`src/design/assert_macros.svh`:
```
// ----------------------------------------------------------------------------
// assert_macros.svh
// Assertion shorthands shared by the blob tracker RTL.
// ----------------------------------------------------------------------------
`ifndef ASSERT_MACROS_SVH
`define ASSERT_MACROS_SVH

// Same-cycle implication, checked outside reset.
`define ASSERT_IMPLIES(label, clk, rst_n, ante, cons) \
    label: assert property (@(posedge clk) disable iff (!(rst_n)) (ante) |-> (cons)) \
        else $error("assertion failed");

// Next-cycle implication, checked outside reset.
`define ASSERT_NEXT(label, clk, rst_n, ante, cons) \
    label: assert property (@(posedge clk) disable iff (!(rst_n)) (ante) |=> (cons)) \
        else $error("assertion failed");

`endif

```
`src/design/cdbt_pkg.sv`:
```
`timescale 1ns / 1ps
// ----------------------------------------------------------------------------
// cdbt_pkg
// Widths and shared types of the color dominant blob tracker.
// ----------------------------------------------------------------------------
package cdbt_pkg;

    localparam int CHAN_W   = 8;
    localparam int COL_W    = 10;
    localparam int WIDTH_W  = 11;
    localparam int SUM_W    = 32;
    localparam int COUNT_W  = 21;
    localparam logic [WIDTH_W-1:0] WIDTH_RESET = WIDTH_W'(64);

    // Classified pixel as it leaves the input stage.
    typedef struct packed {
        logic             object;
        logic             last;
        logic [COL_W-1:0] column;
    } t_pixel;

endpackage

```
`src/design/color_dominant_blob_tracker_top.sv`:
```
`timescale 1ns / 1ps
// ----------------------------------------------------------------------------
// color_dominant_blob_tracker_top
// Counts color-dominant pixels per frame and sums their offsets from center.
// ----------------------------------------------------------------------------
// The block takes one pixel per clock unless a last pixel waits for the
// result register: a pixel is registered on acceptance, then classified and
// added to the frame accumulators as it leaves the input stage, so throughput
// is one transaction per cycle under that condition, and the result of a frame
// is registered as its last pixel leaves that stage. Only the result register
// can hold things up; while a frame result waits, pixels that are not the last
// of the next frame still flow. The mean offset of the object from center, in
// half columns, is offset_sum / pixel_count, which the user computes downstream.
`include "assert_macros.svh"

module color_dominant_blob_tracker_top (
    input  logic                                i_clk,
    input  logic                                i_rst_n,
    input  logic                                i_cfg_we,
    input  logic [cdbt_pkg::WIDTH_W-1:0]        i_cfg_wdata,
    input  logic                                i_in_valid,
    output logic                                o_in_ready,
    input  logic [cdbt_pkg::CHAN_W-1:0]         i_red,
    input  logic [cdbt_pkg::CHAN_W-1:0]         i_green,
    input  logic [cdbt_pkg::CHAN_W-1:0]         i_blue,
    input  logic [cdbt_pkg::COL_W-1:0]          i_column,
    input  logic                                i_last_in_frame,
    output logic                                o_out_valid,
    input  logic                                i_out_ready,
    output logic signed [cdbt_pkg::SUM_W-1:0]   o_offset_sum,
    output logic [cdbt_pkg::COUNT_W-1:0]        o_pixel_count
);
    import cdbt_pkg::*;

    logic [WIDTH_W-1:0] r_frame_width;
    logic               r_s1_valid;
    logic [CHAN_W-1:0]  r_red;
    logic [CHAN_W-1:0]  r_green;
    logic [CHAN_W-1:0]  r_blue;
    logic [COL_W-1:0]   r_column;
    logic               r_last;

    logic               object;
    logic               out_free;
    logic               s1_fire;
    logic               in_fire;
    t_pixel             pixel;

    always_ff @(posedge i_clk) begin
        if (!i_rst_n) begin
            r_frame_width <= WIDTH_RESET;
        end else if (i_cfg_we) begin
            r_frame_width <= i_cfg_wdata;
        end
    end

    // A last pixel may only leave the input stage when the result register
    // can take the frame totals.
    assign s1_fire    = r_s1_valid && (!r_last || out_free);
    assign o_in_ready = !r_s1_valid || s1_fire;
    assign in_fire    = i_in_valid && o_in_ready;

    always_ff @(posedge i_clk) begin
        if (!i_rst_n) begin
            r_s1_valid <= 1'b0;
        end else if (o_in_ready) begin
            r_s1_valid <= i_in_valid;
        end
    end

    always_ff @(posedge i_clk) begin
        if (in_fire) begin
            r_red    <= i_red;
            r_green  <= i_green;
            r_blue   <= i_blue;
            r_column <= i_column;
            r_last   <= i_last_in_frame;
        end
    end

    cdbt_classify u_classify (
        .i_red    (r_red),
        .i_green  (r_green),
        .i_blue   (r_blue),
        .o_object (object)
    );

    assign pixel.object = object;
    assign pixel.last   = r_last;
    assign pixel.column = r_column;

    cdbt_accum u_accum (
        .i_clk         (i_clk),
        .i_rst_n       (i_rst_n),
        .i_fire        (s1_fire),
        .i_pixel       (pixel),
        .i_frame_width (r_frame_width),
        .i_out_ready   (i_out_ready),
        .o_out_free    (out_free),
        .o_out_valid   (o_out_valid),
        .o_offset_sum  (o_offset_sum),
        .o_pixel_count (o_pixel_count)
    );

    `ASSERT_IMPLIES(a_last_needs_room, i_clk, i_rst_n, s1_fire && r_last, out_free)
    `ASSERT_NEXT(a_last_gives_result, i_clk, i_rst_n, s1_fire && r_last, o_out_valid)
    `ASSERT_IMPLIES(a_empty_stage_ready, i_clk, i_rst_n, !r_s1_valid, o_in_ready)
    `ASSERT_IMPLIES(a_no_pixels_no_sum, i_clk, i_rst_n,
        o_out_valid && (o_pixel_count == '0), o_offset_sum == '0)

endmodule

```
`src/design/cdbt_classify.sv`:
```
`timescale 1ns / 1ps
// ----------------------------------------------------------------------------
// cdbt_classify
// Color dominance test: one channel strictly above twice each of the others.
// ----------------------------------------------------------------------------
module cdbt_classify (
    input  logic [cdbt_pkg::CHAN_W-1:0] i_red,
    input  logic [cdbt_pkg::CHAN_W-1:0] i_green,
    input  logic [cdbt_pkg::CHAN_W-1:0] i_blue,
    output logic                        o_object
);
    import cdbt_pkg::*;

    // Doubled channels carry one extra bit so the compare stays exact.
    logic [CHAN_W:0] red_x2;
    logic [CHAN_W:0] green_x2;
    logic [CHAN_W:0] blue_x2;
    logic [CHAN_W:0] red_e;
    logic [CHAN_W:0] green_e;
    logic [CHAN_W:0] blue_e;
    logic            red_dom;
    logic            green_dom;
    logic            blue_dom;

    assign red_x2   = {i_red, 1'b0};
    assign green_x2 = {i_green, 1'b0};
    assign blue_x2  = {i_blue, 1'b0};
    assign red_e    = {1'b0, i_red};
    assign green_e  = {1'b0, i_green};
    assign blue_e   = {1'b0, i_blue};

    assign red_dom   = (red_e > green_x2) && (red_e > blue_x2);
    assign green_dom = (green_e > red_x2) && (green_e > blue_x2);
    assign blue_dom  = (blue_e > red_x2) && (blue_e > green_x2);
    assign o_object  = red_dom || green_dom || blue_dom;

endmodule

```
`src/design/cdbt_accum.sv`:
```
`timescale 1ns / 1ps
// ----------------------------------------------------------------------------
// cdbt_accum
// Frame accumulators for the offset sum and pixel count, plus result register.
// ----------------------------------------------------------------------------
module cdbt_accum (
    input  logic                                i_clk,
    input  logic                                i_rst_n,
    input  logic                                i_fire,
    input  cdbt_pkg::t_pixel                    i_pixel,
    input  logic [cdbt_pkg::WIDTH_W-1:0]        i_frame_width,
    input  logic                                i_out_ready,
    output logic                                o_out_free,
    output logic                                o_out_valid,
    output logic signed [cdbt_pkg::SUM_W-1:0]   o_offset_sum,
    output logic [cdbt_pkg::COUNT_W-1:0]        o_pixel_count
);
    import cdbt_pkg::*;

    logic [SUM_W-1:0]   r_sum;
    logic [COUNT_W-1:0] r_count;
    logic [SUM_W-1:0]   r_res_sum;
    logic [COUNT_W-1:0] r_res_count;
    logic               r_out_valid;

    logic [SUM_W-1:0]   offset;
    logic [SUM_W-1:0]   n_sum;
    logic [COUNT_W-1:0] n_count;

    // Offset is 2*column - width, wrapping modulo 2^32 like the accumulator.
    assign offset  = SUM_W'({i_pixel.column, 1'b0}) - SUM_W'(i_frame_width);
    assign n_sum   = i_pixel.object ? (r_sum + offset) : r_sum;
    assign n_count = i_pixel.object ? (r_count + COUNT_W'(1)) : r_count;

    assign o_out_free = !r_out_valid || i_out_ready;

    always_ff @(posedge i_clk) begin
        if (!i_rst_n) begin
            r_sum       <= '0;
            r_count     <= '0;
            r_out_valid <= 1'b0;
        end else begin
            if (i_fire) begin
                if (i_pixel.last) begin
                    r_sum   <= '0;
                    r_count <= '0;
                end else begin
                    r_sum   <= n_sum;
                    r_count <= n_count;
                end
            end
            if (i_fire && i_pixel.last) begin
                r_out_valid <= 1'b1;
            end else if (i_out_ready) begin
                r_out_valid <= 1'b0;
            end
        end
    end

    always_ff @(posedge i_clk) begin
        if (i_fire && i_pixel.last) begin
            r_res_sum   <= n_sum;
            r_res_count <= n_count;
        end
    end

    assign o_out_valid   = r_out_valid;
    assign o_offset_sum  = $signed(r_res_sum);
    assign o_pixel_count = r_res_count;

endmodule

```
`config.mk`:
```
export PLATFORM = sky130hd
export DESIGN_NAME = color_dominant_blob_tracker_top
export DESIGN_NICKNAME = d
export VERILOG_FILES = /design/src/design/cdbt_pkg.sv /design/src/design/color_dominant_blob_tracker_top.sv /design/src/design/cdbt_classify.sv /design/src/design/cdbt_accum.sv
export VERILOG_INCLUDE_DIRS = /design/src /design/src/design
export SDC_FILE = /design/constraint.sdc
export NUM_CORES = 1
export LEC_CHECK = 0
export BUFFER_PORTS_ARGS = -buffer_cell sky130_fd_sc_hd__clkbuf_2
export CORE_ASPECT_RATIO = 1.2
export CORE_MARGIN = 10
export CORE_UTILIZATION = 64
export CTS_CLUSTER_SIZE = 30
export DETAILED_ROUTE_END_ITERATION = 6
export GPL_TIMING_DRIVEN = 0
export PLACE_DENSITY = 0.86
export SLEW_MARGIN = 25
export SYNTH_ARGS = -nofsm -noshare
export SYNTH_HDL_FRONTEND = slang
export SYNTH_SLANG_ARGS = --single-unit
```
`constraint.sdc`:
```
create_clock -name i_clk -period 12.6 [get_ports i_clk]
set_clock_uncertainty 0.2 [all_clocks]
set_input_delay 2.52 -clock i_clk [delete_from_list [all_inputs] [get_ports i_clk]]
set_output_delay 2.52 -clock i_clk [all_outputs]
set_load 0.1 [all_outputs]
```
==> summary.txt <==
Routing
  • Residual DRC: 0
  • Via/cell ratio: 6.01
  • Drt wl/cell: 17.7 um
  • DR pass1 iterations: 6
  • Final wirelength: 20.7 mm
  • Vias: 7034
  • Initial DRC count: 582
  • ANT nets after route: 0

Synthesis
  • Syn Nets: 997
  • Cells after Synth: 860
  • Yosys top cell area share: 28.9%
  • Mapped cell area: 0.00914 sq mm
  • Post-synth cell types: 81
  • Post-synth EDFFs: 88
  • Main flop type after synthesis: edfxtp_1
  • Cell taking the most area after synthesis: edfxtp_1
  • Seq/Total Area, Yosys: 43.4%
  • Avg Inst Size Synth: 10.6 sq um
  • Ys Warns: 0
  • Most frequent cells after synthesis: edfxtp_1 (88), ha_1 (84), dfxtp_1 (66), a21oi_1 (55), inv_1 (50)
  • Most frequent cell after synthesis: edfxtp_1
  • Asr flop ratio synth: 0%
  • Seq cells post-synth: 154
  • Synth top area cells: edfxtp_1 (29%), dfxtp_1 (14%), ha_1 (11%)

Clock tree
  • CTS buffer count: 17
  • Hold buffers post-CTS: 0
  • H-tree Lvls: 4
  • Number of gates resized after cts: 0
  • Post-CTS setup buffers: 0
  • CTS tree: yes
  • Clk Latency, worst-skew pair: 430 ps
  • CTS sink count: 154
  • Clk buf depth: 2
  • CTS root buffer: clkbuf_16
  • Clock-pin slew on the worst setup and hold paths: 60 ps

Floorplan
  • # rows: 47
  • Core footprint: 0.0139 sq mm
  • Die Area: 0.0195 sq mm
  • Die Span Y: 151 um
  • # IOs: 106
  • Initial Util: 65.9%
  • Die W: 129 um

Placement
  • Routability-driven placement congestion ratio: 0.917
  • Port bufs: 105
  • DPL Wire Length: 15.4 mm
  • Placed cell count: 1139

STA
  • Count of final hold-check violations: 0
  • Post-route clock period utilization: 49.7%
  • Highest Clock Rate: 0.160 GHz
  • Setup tns final: 0 ps
  • Pins Over Slew Limit: 0
  • Slew HR: 44.1%
  • Worst-Margin Slew: 838 ps
  • Count of final setup violators: 0
  • Unrepaired setup endpoints after global routing: false
  • Fin crit period: 6260 ps

Pwr
  • Switching pwr: 357 uW
  • VDD IR max: 0.0864 mV
  • Leakage: 0.00476 uW
  • Share of power burned in registers: 42.7%
  • Comb pwr share: 18.2%
  • Sw Ratio: 27.3%
  • Clock power share: 39.1%
  • Cell Pwr Density: 124 mW/mm^2
  • P_int: 949 uW

Finish
  • Area growth, synth to finish: 15.6%
  • # fillers: 930
  • Share of cells above drive strength 1: 20.8%
  • N_diodes: 0
  • NumNets Final: 1124
  • Cell Count, Final, Fillers Out: 1171

Hold path
  • HP Class: reg2reg
  • Number of cells on the worst hold path: 1
  • Hold Crit Start: u_accum.r_sum[31]
  • Hold EP: u_accum.r_sum[31]

Global routing
  • Global-route wire length before repair: 33.9 mm
  • GRT Resource Usage Total: 21.7%
  • Maximum number of pins on one net before global-route repair: 25
  • Vias in the first global route: 6864
  • Total grt overflow: 0
  • Antenna violations before repair: 0

Run status
  • Status: completed

Setup path
  • FF-to-FF setup slack: 7480 ps
  • Worst flop-to-flop path startpoint: r_frame_width[1]
  • R2R Path End: u_accum.o_offset_sum[28]
  • R2R depth: 19
  • CP max FO: 4
  • WP data arrival: 3540 ps
  • WP data required: 9880 ps
  • Crit start category: input port
  • Element type at the critical path end: primary output
  • Critical path type: in2out

Flow run
  • Maximum capacitance violations: 0
[area by class of cell]
cell class                      count  area, sq um  area share (%)
Tap cell                          171          214            2.02
Timing Repair Buffer              108          608            5.75
Buffer                             26          175            1.66
Inverter                           50          188            1.78
Clock buffer                       19          433            4.10
Multi-Input combinational cell    630         4840            45.8
Sequential cell                   154         3960            37.5
Clock inverter                     13          150            1.42
[registers in the layout, summed over array words and instances, names as in the netlist]
signal                 cells
r_frame_width             11
u_accum.o_out_valid        1
r_blue                     8
r_column                  10
r_s1_valid                 1
r_green                    8
u_accum.o_offset_sum      32
u_accum.r_count           21
u_accum.r_sum             32
u_accum.o_pixel_count     21
r_last                     1
r_red                      8
[through the flow]
stage	total power [uW]	util, %	hold WS [ps]	setup WS (ps)	area (sq um)
final	1310	76.2	305	6340	10600
after global routing	1360	76.2	328	6240	10600
after CTS	1310	76.2	305	6340	10600
after detailed placement	802	72.0	291	6340	9990
after global placement	795	71.2	279	5180	9880
after floorplan	748	-	261	6390	9140
[logic make-up after synthesis]
| kind of cell | Yosys count | share of synthesized area (%) |
|---|---|---|
| adders and majority gates | 86 | 11.9 |
| muxes | 42 | 5.00 |
| AOI/OAI and AO/OA | 235 | 18.3 |
| buffers and inverters | 76 | 3.97 |
| DFF | 154 | 43.4 |
| and+or+nand+nor | 214 | 12.4 |
| xor gates and xnor gates | 53 | 5.08 |
[per-layer routing]
metal  global-route usage (%)  routed length (um)  share of wire (%)  vias up
met5                        0                   0                  0        -
met4                     7.80                 329                1.6        0
met3                     4.58                1110                5.4       30
met2                     36.6               10400                 50      209
met1                     26.8                8860                 43     3352
li1                         -                   -                  -     3443
[worst max-delay path: stages]
cell and delay (ps):
clkbuf_2 110, nor2b_1 320, nand3_1 160, clkbuf_2 420
[power groups by stage]
stage / combinational [uW] / clock (uW) / sequential, uW
global route: 262 / 537 / 558
finish: 238 / 511 / 557
detailed placement: 235 / 0 / 567
global placement: 227 / 0 / 568
CTS: 237 / 515 / 557
floorplan: 159 / 0 / 589
[worst max-delay path by stage]
stage	from	endpoint	cells after the start
after floorplan	i_out_ready	o_in_ready	2
final	i_out_ready	o_in_ready	4
after global placement	i_out_ready	u_accum.o_offset_sum[24]	7
after CTS	i_out_ready	o_in_ready	4
after detailed placement	i_out_ready	o_in_ready	4
after global routing	i_out_ready	o_in_ready	4
[cell usage in the layout, fill, tap and decap left out, drive strengths merged, types with 21 or more instances in the layout]
cell type	instances
clkbuf	137
nand2	48
nor2	48
a22o	21
inv	51
a21o	29
xnor2	38
mux2	29
dfxtp	66
edfxtp	88
o21ai	43
a21oi	60
nor2b	40
ha	84
Note: power is estimated with default switching activity, not from simulation.
